[src/rtl/ldh_pkg.sv]
`timescale 1ns / 1ps
`default_nettype none
package ldh_pkg;

  localparam int CountWidth = 32;
  localparam int NumBins    = 10;
  localparam int OutWidth   = 32;
  localparam int MantWidth  = 53;
  localparam int ExpWidth   = 12;
  localparam int PowWidth   = 68;

  typedef enum logic [1:0] {
    CLS_ZERO,
    CLS_OOR,
    CLS_SMALL,
    CLS_BIG
  } cls_e;

  typedef enum logic [2:0] {
    ST_IDLE,
    ST_DISP,
    ST_FRAC,
    ST_SCALE,
    ST_SUB,
    ST_DIGIT,
    ST_DUMP
  } state_e;

  // controller -> datapath
  typedef struct packed {
    logic load;
    logic frac_step;
    logic frac_take;
    logic scale_step;
    logic sub_step;
    logic emit_digit;
    logic emit_bin;
  } cmd_t;

  // datapath -> controller
  typedef struct packed {
    cls_e cls;
    logic frac_ge1;
    logic scale_more;
    logic sub_more;
    logic last;
    logic idx_last;
    logic out_free;
  } stat_t;

endpackage
`default_nettype wire

[src/rtl/leading_digit_histogram.sv]
// Zero and out-of-range samples go from the dispatch state straight to the digit state.
// Magnitudes below 1 are multiplied by ten (up to about 324 steps) until they reach 1, then floored.
// Magnitudes of 1 or more raise a power of ten up to the value, then subtract it to count the digit.
// One sample at a time; a last sample adds ten bin beats, one per cycle when not stalled.
// Reset (rst_ni low, asynchronous) clears the controller, the output beat and all bins.
`timescale 1ns / 1ps
`default_nettype none
module leading_digit_histogram (
  input  wire         clk_i,
  input  wire         rst_ni,
  input  wire         s_axis_tvalid,
  output logic        s_axis_tready,
  input  wire  [63:0] s_axis_tdata,   // [63:0] sample_bits
  input  wire         s_axis_tlast,   // last_sample
  output logic        m_axis_tvalid,
  input  wire         m_axis_tready,
  output logic [39:0] m_axis_tdata,   // [3:0] digit, [35:4] bin_count, [36] out_of_range
  output logic        m_axis_tuser,   // result_kind
  output logic        m_axis_tlast    // last_result
);
  import ldh_pkg::*;

  cmd_t        cmd;
  stat_t       stat;
  logic [3:0]  out_digit;
  logic [31:0] out_count;
  logic        out_oor;

  ldh_ctrl u_ctrl (
    .clk_i      (clk_i),
    .rst_ni     (rst_ni),
    .in_valid_i (s_axis_tvalid),
    .in_ready_o (s_axis_tready),
    .stat_i     (stat),
    .cmd_o      (cmd)
  );

  ldh_dp u_dp (
    .clk_i       (clk_i),
    .rst_ni      (rst_ni),
    .cmd_i       (cmd),
    .stat_o      (stat),
    .sample_i    (s_axis_tdata),
    .last_i      (s_axis_tlast),
    .out_valid_o (m_axis_tvalid),
    .out_ready_i (m_axis_tready),
    .out_kind_o  (m_axis_tuser),
    .out_digit_o (out_digit),
    .out_count_o (out_count),
    .out_oor_o   (out_oor),
    .out_last_o  (m_axis_tlast)
  );

  assign m_axis_tdata = {3'd0, out_oor, out_count, out_digit};

`ifndef SYNTH
  // a beat is only loaded when the output slot is free
  a_emit_free: assert property (@(posedge clk_i) disable iff (!rst_ni)
    (cmd.emit_digit || cmd.emit_bin) |-> stat.out_free)
    else $error("beat loaded over a pending beat");

  // no new sample while the output still carries an unfinished dump
  a_no_accept_dump: assert property (@(posedge clk_i) disable iff (!rst_ni)
    (m_axis_tvalid && m_axis_tuser && !m_axis_tlast) |-> !s_axis_tready)
    else $error("sample accepted during bin dump");

  // out-of-range digit beats carry digit zero
  a_oor_digit: assert property (@(posedge clk_i) disable iff (!rst_ni)
    (m_axis_tvalid && out_oor) |-> (out_digit == 4'd0 && !m_axis_tuser))
    else $error("out-of-range beat with nonzero digit");

  // digits never exceed nine
  a_digit_range: assert property (@(posedge clk_i) disable iff (!rst_ni)
    m_axis_tvalid |-> (out_digit <= 4'd9))
    else $error("digit above nine");
`endif

endmodule
`default_nettype wire

[src/rtl/ldh_ctrl.sv]
`timescale 1ns / 1ps
`default_nettype none
module ldh_ctrl (
  input  wire            clk_i,
  input  wire            rst_ni,
  input  wire            in_valid_i,
  output logic           in_ready_o,
  input  ldh_pkg::stat_t stat_i,
  output ldh_pkg::cmd_t  cmd_o
);
  import ldh_pkg::*;

  state_e state_q, state_d;

  // state register
  always_ff @(posedge clk_i or negedge rst_ni) begin
    if (!rst_ni) begin
      state_q <= ST_IDLE;
    end else begin
      state_q <= state_d;
    end
  end

  // next state and commands
  always_comb begin
    state_d    = state_q;
    cmd_o      = '0;
    in_ready_o = 1'b0;
    case (state_q)
      ST_IDLE: begin
        in_ready_o = 1'b1;
        if (in_valid_i) begin
          cmd_o.load = 1'b1;
          state_d    = ST_DISP;
        end
      end
      ST_DISP: begin
        case (stat_i.cls)
          CLS_SMALL: state_d = ST_FRAC;
          CLS_BIG:   state_d = ST_SCALE;
          default:   state_d = ST_DIGIT;
        endcase
      end
      ST_FRAC: begin
        if (stat_i.frac_ge1) begin
          cmd_o.frac_take = 1'b1;
          state_d         = ST_DIGIT;
        end else begin
          cmd_o.frac_step = 1'b1;
        end
      end
      ST_SCALE: begin
        if (stat_i.scale_more) begin
          cmd_o.scale_step = 1'b1;
        end else begin
          state_d = ST_SUB;
        end
      end
      ST_SUB: begin
        if (stat_i.sub_more) begin
          cmd_o.sub_step = 1'b1;
        end else begin
          state_d = ST_DIGIT;
        end
      end
      ST_DIGIT: begin
        if (stat_i.out_free) begin
          cmd_o.emit_digit = 1'b1;
          state_d          = stat_i.last ? ST_DUMP : ST_IDLE;
        end
      end
      ST_DUMP: begin
        if (stat_i.out_free) begin
          cmd_o.emit_bin = 1'b1;
          if (stat_i.idx_last) begin
            state_d = ST_IDLE;
          end
        end
      end
      default: state_d = ST_IDLE;
    endcase
  end

endmodule
`default_nettype wire

[src/rtl/ldh_dp.sv]
`timescale 1ns / 1ps
`default_nettype none
module ldh_dp (
  input  wire                 clk_i,
  input  wire                 rst_ni,
  input  ldh_pkg::cmd_t       cmd_i,
  output ldh_pkg::stat_t      stat_o,
  input  wire [63:0]          sample_i,
  input  wire                 last_i,
  output logic                out_valid_o,
  input  wire                 out_ready_i,
  output logic                out_kind_o,
  output logic [3:0]          out_digit_o,
  output logic [31:0]         out_count_o,
  output logic                out_oor_o,
  output logic                out_last_o
);
  import ldh_pkg::*;

  cls_e                  cls_q, cls_d;
  logic [MantWidth-1:0]  m_q;
  logic [ExpWidth-1:0]   e_q;
  logic [63:0]           v_q;
  logic [PowWidth-1:0]   p_q;
  logic [3:0]            dig_q;
  logic                  last_q;
  logic [3:0]            idx_q;
  logic [CountWidth-1:0] bins_q [NumBins];

  // sample classification and unpacking
  logic [10:0]          ex;
  logic [51:0]          fr;
  logic [MantWidth-1:0] m_in;
  logic [ExpWidth-1:0]  e_in;
  logic [5:0]           int_sh;
  logic [63:0]          int_in;

  always_comb begin
    ex     = sample_i[62:52];
    fr     = sample_i[51:0];
    m_in   = (ex == 11'd0) ? {1'b0, fr} : {1'b1, fr};
    e_in   = (ex == 11'd0) ? -12'sd1074 : ExpWidth'({1'b0, ex} - 12'd1075);
    int_sh = 6'(11'd1086 - ex);
    int_in = {m_in, 11'd0} >> int_sh;
    if (sample_i[62:0] == 63'd0) begin
      cls_d = CLS_ZERO;
    end else if (ex >= 11'h43F) begin
      cls_d = CLS_OOR;
    end else if (ex < 11'd1023) begin
      cls_d = CLS_SMALL;
    end else begin
      cls_d = CLS_BIG;
    end
  end

  // multiply by ten with round to nearest even
  logic [56:0]          prod;
  logic [2:0]           sh;
  logic [56:0]          kept;
  logic [56:0]          rem;
  logic [56:0]          half;
  logic                 up;
  logic [MantWidth:0]   rnd;
  logic [MantWidth-1:0] m_nx;
  logic [ExpWidth-1:0]  e_nx;

  always_comb begin
    prod = ({4'd0, m_q} << 3) + ({4'd0, m_q} << 1);
    if (prod[56])      sh = 3'd4;
    else if (prod[55]) sh = 3'd3;
    else if (prod[54]) sh = 3'd2;
    else if (prod[53]) sh = 3'd1;
    else               sh = 3'd0;
    kept = prod >> sh;
    rem  = prod & ((57'd1 << sh) - 57'd1);
    half = (sh == 3'd0) ? 57'd0 : (57'd1 << (sh - 3'd1));
    up   = (sh != 3'd0) && ((rem > half) || ((rem == half) && kept[0]));
    rnd  = kept[MantWidth:0] + {{MantWidth{1'b0}}, up};
    if (rnd[MantWidth]) begin
      m_nx = {1'b1, {(MantWidth-1){1'b0}}};
      e_nx = e_q + ExpWidth'(sh) + 12'd1;
    end else begin
      m_nx = rnd[MantWidth-1:0];
      e_nx = e_q + ExpWidth'(sh);
    end
  end

  // floor of a value in [1, 16)
  logic                 ge1;
  logic [5:0]           fl_sh;
  logic [MantWidth-1:0] fl;
  logic [3:0]           fl_dig;

  always_comb begin
    ge1    = m_q[MantWidth-1] && ($signed(e_q) >= -12'sd52);
    fl_sh  = 6'(-e_q);
    fl     = m_q >> fl_sh;
    fl_dig = (fl > 53'd9) ? 4'd9 : fl[3:0];
  end

  // power of ten search for integer magnitudes
  logic [PowWidth-1:0] p10;
  assign p10 = (p_q << 3) + (p_q << 1);

  // working registers
  always_ff @(posedge clk_i) begin
    if (cmd_i.load) begin
      m_q    <= m_in;
      e_q    <= e_in;
      v_q    <= int_in;
      p_q    <= PowWidth'(1);
      dig_q  <= 4'd0;
      last_q <= last_i;
    end
    if (cmd_i.frac_step) begin
      m_q <= m_nx;
      e_q <= e_nx;
    end
    if (cmd_i.frac_take) begin
      dig_q <= fl_dig;
    end
    if (cmd_i.scale_step) begin
      p_q <= p10;
    end
    if (cmd_i.sub_step) begin
      v_q   <= v_q - p_q[63:0];
      dig_q <= dig_q + 4'd1;
    end
  end

  // class and dump index
  always_ff @(posedge clk_i or negedge rst_ni) begin
    if (!rst_ni) begin
      cls_q <= CLS_ZERO;
      idx_q <= 4'd0;
    end else begin
      if (cmd_i.load) begin
        cls_q <= cls_d;
      end
      if (cmd_i.emit_digit) begin
        idx_q <= 4'd0;
      end else if (cmd_i.emit_bin) begin
        idx_q <= idx_q + 4'd1;
      end
    end
  end

  // saturating bins, all cleared when the last bin beat is loaded
  always_ff @(posedge clk_i or negedge rst_ni) begin
    if (!rst_ni) begin
      for (int i = 0; i < NumBins; i++) bins_q[i] <= '0;
    end else begin
      for (int i = 0; i < NumBins; i++) begin
        if (cmd_i.emit_bin && idx_q == 4'(NumBins - 1)) begin
          bins_q[i] <= '0;
        end else if (cmd_i.emit_digit && cls_q != CLS_OOR &&
                     dig_q == 4'(i) && bins_q[i] != '1) begin
          bins_q[i] <= bins_q[i] + 1'b1;
        end
      end
    end
  end

  // output register
  logic out_free;
  assign out_free = !out_valid_o || out_ready_i;

  always_ff @(posedge clk_i or negedge rst_ni) begin
    if (!rst_ni) begin
      out_valid_o <= 1'b0;
    end else if (cmd_i.emit_digit || cmd_i.emit_bin) begin
      out_valid_o <= 1'b1;
    end else if (out_ready_i) begin
      out_valid_o <= 1'b0;
    end
  end

  always_ff @(posedge clk_i) begin
    if (cmd_i.emit_digit) begin
      out_kind_o  <= 1'b0;
      out_digit_o <= dig_q;
      out_count_o <= '0;
      out_oor_o   <= (cls_q == CLS_OOR);
      out_last_o  <= !last_q;
    end else if (cmd_i.emit_bin) begin
      out_kind_o  <= 1'b1;
      out_digit_o <= idx_q;
      out_count_o <= OutWidth'(bins_q[idx_q]);
      out_oor_o   <= 1'b0;
      out_last_o  <= (idx_q == 4'(NumBins - 1));
    end
  end

  // status
  always_comb begin
    stat_o.cls        = cls_q;
    stat_o.frac_ge1   = ge1;
    stat_o.scale_more = (p10 <= {4'd0, v_q});
    stat_o.sub_more   = ({4'd0, v_q} >= p_q);
    stat_o.last       = last_q;
    stat_o.idx_last   = (idx_q == 4'(NumBins - 1));
    stat_o.out_free   = out_free;
  end

endmodule
`default_nettype wire
[config.mk]
export PLATFORM = sky130hd
export DESIGN_NAME = leading_digit_histogram
export DESIGN_NICKNAME = d
export VERILOG_FILES = /design/src/rtl/ldh_pkg.sv /design/src/rtl/leading_digit_histogram.sv /design/src/rtl/ldh_ctrl.sv /design/src/rtl/ldh_dp.sv
export SDC_FILE = /design/constraint.sdc
export NUM_CORES = 2
export LEC_CHECK = 0
export BUFFER_PORTS_ARGS = -buffer_cell sky130_fd_sc_hd__buf_2
export CAP_MARGIN = 20
export CORE_ASPECT_RATIO = 0.5
export CORE_MARGIN = 2
export CORE_UTILIZATION = 54
export CTS_BUF_LIST = sky130_fd_sc_hd__clkbuf_2 sky130_fd_sc_hd__clkbuf_4 sky130_fd_sc_hd__clkbuf_8
export DETAILED_ROUTE_END_ITERATION = 16
export HOLD_SLACK_MARGIN = 0.15
export PLACE_DENSITY = 0.82
export SYNTH_ARGS = -nofsm -noshare
export SYNTH_HDL_FRONTEND = slang
export SYNTH_SLANG_ARGS = --single-unit
[constraint.sdc]
create_clock -name clk_i -period 8.4 [get_ports clk_i]
set_input_delay 0.84 -clock clk_i [delete_from_list [all_inputs] [get_ports clk_i]]
set_output_delay 0.84 -clock clk_i [all_outputs]
set_load 0.01 [all_outputs]
==> metrics.md <==
| Metric | Value |
|---|---|
| Status | `completed` |
| Yosys top cell area share | `0.166` |
| Slowest cell on the critical path | `nor4b_1` |
| FILL cells | `7818` |
| Peak supply drop | `158 uV` |
| Post-DRT Antenna Nets | `0` |
| Cell row count | `78` |
| Max Fclk | `126 MHz` |
| Fin. Hold Viols | `0` |
| Leak pwr | `23.0 nW` |
| Largest area contributor in the netlist | `dfrtp_1` |
| Switch share | `0.462` |
| Area growth, synth to finish | `7.28%` |
| Via-per-instance ratio | `6.59` |
| Antenna violations before repair | `8` |
| Largest net degree at the start of global routing | `190` |
| Final Skew | `0.0707 ns` |
| Iter 0 DRT Violations | `6086` |
| Int Pwr | `7.33 mW` |
| RSZ-0062 raised after global routing | `false` |
| Fin. max-slew vios | `0` |
| Number of synthesized flops with an enable pin | `208` |
| Crit path max fanout | `34` |
| Clock root cell | `clkbuf_8` |
| Post-CTS setup buffers | `0` |
| Req. time, crit path | `8.83 ns` |
| GP Congestion | `1.03` |
| Num CTS Buffers | `86` |
| Slowest stage delay, CP | `0.64 ns` |
| Hold Crit Class | `input port to async pin` |
| Most frequent cell after synthesis | `nand2_1` |
| Synth Warn # | `0` |
| Setup TNS | `0 ns` |
| Vias in the first global route | `43900` |
| Final instance area | `0.0533 sq mm` |
| Most used DFF post-synth | `dfrtp_1` |
| Dpl cells | `6969` |
| Most used cell, CP | `a21oi_1` |
| PortBufs | `108` |
| Starting density of the core | `0.546` |
| Clock-pin transition on the worst setup and hold timing paths | `0.08 ns` |
| H-Tree Depth | `3` |
| MaxCap Viol Count | `0` |
| Sequential cell area fraction in the yosys report | `0.305` |
| GRT overflow | `0` |
| Synth top area cells | `dfrtp_1 17%, edfxtp_1 13%, ha_1 6.9%` |
| Post-synthesis cell type count | `106` |
| Mapped cell area | `0.0496 sq mm` |
| DR pass1 iterations | `8` |
| Die Y-Extent | `218 um` |
| CTS tree | `yes` |
| Die footprint | `0.0945 sq mm` |
| Clock Power Share | `0.186` |
| Max Buffers Root-to-Sink | `3` |
| Power Density | `256 mW/mm^2` |
| # resized after CTS | `0` |
| CTS sink cnt | `571` |
| Total power | `13.6 mW` |
| R2R depth | `27` |
| Final setup fails | `0` |
| Avg Inst Size Synth | `8.50 sq um` |
| CORE AREA | `0.0909 sq mm` |
| Final period util | `0.944` |
| Switch Pwr | `6.30 mW` |
| Area of the multi-input gates | `0.0327 sq mm` |
| Layout Cells excl Fill | `7133` |
| Tmin final | `7.93 ns` |
| Seq. cell area | `0.0152 sq mm` |
| Worst slew pin tran | `1.21 ns` |
| Post-Syn Instances | `5842` |
| Max transition margin | `0.196` |
| Asr flop ratio synth | `0.578` |
| Final WL | `160000 um` |
| Setup crit end kind | `flip-flop` |
| Setup Crit Path Kind | `flip-flop to flip-flop` |
| DP Wirelength | `120000 um` |
| Ports | `113` |
| Arr. time, crit path | `8.36 ns` |
| DR WL/cell | `22.5 um` |
| Hold-fix buffers at CTS | `0` |
| Vias | `47000` |
| First-pass GRT wire length | `249000 um` |
| Residual DRC | `0` |
| Comb power frac | `0.542` |
| Sequential share of power | `0.271` |
| Clk_lat worst skew | `0.80 ns` |
| Die Width | `433 um` |
| Share of layout cells above drive strength 1 | `0.101` |
| Most frequent cells after synthesis | `658 x nand2_1, 622 x nor2_1, 368 x a21oi_1` |
| GRT Util Overall | `0.333` |
| Final net count | `6168` |
| Placed Area | `0.0513 sq mm` |
| Crit path launch type | `flip-flop` |
| Flip-flop and latch count after synthesis | `571` |
flip-flops by register name, summed over array words and instances (netlist names):
| name | cells |
|---|---|
| u_ctrl.state_q | 3 |
| u_dp.bins_q | 320 |
| u_dp.cls_q | 2 |
| u_dp.dig_q | 4 |
| u_dp.e_q | 12 |
| u_dp.idx_q | 4 |
| u_dp.last_q | 1 |
| u_dp.m_q | 53 |
| u_dp.out_count_o | 32 |
| u_dp.out_digit_o | 4 |
| u_dp.out_kind_o | 1 |
| u_dp.out_last_o | 1 |
| u_dp.out_oor_o | 1 |
| u_dp.out_valid_o | 1 |
| u_dp.p_q | 68 |
| u_dp.v_q | 64 |
critical path: cells and delay by family, from the launching register on:
kind	cells	cell delay [ns]
XOR/XNOR	1	0.15
flip-flops	1	0.53
AO/OA/AOI/OAI	11	2.62
adder cells (fa/ha/maj)	2	0.64
AND/OR/NAND/NOR	12	3.30
buffers and inverters	1	0.31
routing by layer:
metal | part of all wire | up-vias | routed length (um) | track usage
met3 | 0.13 | 325 | 20500 | 0.100
li1 | - | 21300 | - | -
met4 | 0.031 | 10 | 5020 | 0.107
met2 | 0.42 | 2595 | 67800 | 0.491
met5 | 0.00064 | - | 103 | 0.00410
met1 | 0.42 | 22800 | 66800 | 0.468
power by group through the flow:
stage	Clock, mW	Sequential, mW	Combinational [mW]
final	2.54	3.70	7.39
after global routing	2.67	3.73	8.02
after CTS	2.55	3.67	7.14
after detailed placement	0	3.72	7.09
after global placement	0	3.70	6.93
after floorplan	0	3.57	5.25
kinds of logic (layout without fill, tap and decap cells):
group	count (synthesis)	after routing	synth area share
and+or+nand+nor	2232	2232	0.214
AOI/OAI and AO/OA	1415	1415	0.181
DFF	571	571	0.305
xor gates and xnor gates	523	523	0.0923
buffers and inverters	521	554	0.0405
muxes	299	299	0.0951
adders and majority gates	279	279	0.0709
other	2	20	0.000151
worst paths after layout:
check	start	to	slack, ns
worst max-delay path	u_dp.p_q[1]	u_dp.p_q[63]	0.47
worst min-delay path	rst_ni	u_dp.bins_q[42]	0.09
worst max register to register	u_dp.p_q[1]	u_dp.p_q[63]	0.47
worst min register to register	u_dp.out_kind_o	u_dp.out_kind_o	0.50
max in group asynchronous	rst_ni	u_dp.bins_q[152]	6.43
min in group clk_i	s_axis_tlast	u_dp.last_q	0.36
placed cells by master (no fill, tap or decap), types with 27 or more instances in the layout:
| cell type | n |
|---|---|
| and2_1 | 34 |
| clkbuf_4 | 29 |
| nor2_1 | 618 |
| inv_1 | 217 |
| a22oi_1 | 50 |
| o22ai_1 | 32 |
| clkbuf_8 | 94 |
| xor2_1 | 289 |
| o21ai_0 | 358 |
| nand2_1 | 655 |
| and4_1 | 28 |
| nor2b_1 | 61 |
| o21bai_1 | 44 |
| nand3_1 | 202 |
| dfxtp_1 | 33 |
| edfxtp_1 | 208 |
| mux2i_1 | 110 |
| a211oi_1 | 57 |
| dfrtp_1 | 328 |
| mux2_2 | 56 |
| mux4_2 | 132 |
| xnor2_1 | 222 |
| nor4_1 | 39 |
| o21a_1 | 27 |
| a21o_1 | 131 |
| ha_1 | 273 |
| or3_1 | 78 |
| and3_1 | 166 |
| o31ai_1 | 45 |
| buf_2 | 107 |
| nor3_1 | 92 |
| nand4_1 | 119 |
| o211ai_1 | 74 |
| a31oi_1 | 34 |
| a21oi_1 | 368 |
| buf_4 | 62 |
| nand2b_1 | 44 |
cell type report:
cell class	instances	area share
Antenna cell	3	0.000141
Clock buffer	123	0.0284
Clock inverter	35	0.00623
Inverter	221	0.0156
Multi-Input combinational cell	4765	0.615
Sequential cell	571	0.285
Tap cell	1240	0.0291
Timing Repair Buffer	175	0.0212
stage by stage:
step                worst slack [ns]  hold WS, ns  utilization
floorplan                      0.830        0.454            -
global placement               0.829        0.445        0.565
detailed placement             0.615        0.481        0.565
CTS                            0.483        0.228        0.585
global route                  0.0308        0.284        0.586
finish                         0.470       0.0914        0.586
(Power assumes the default switching activity.)
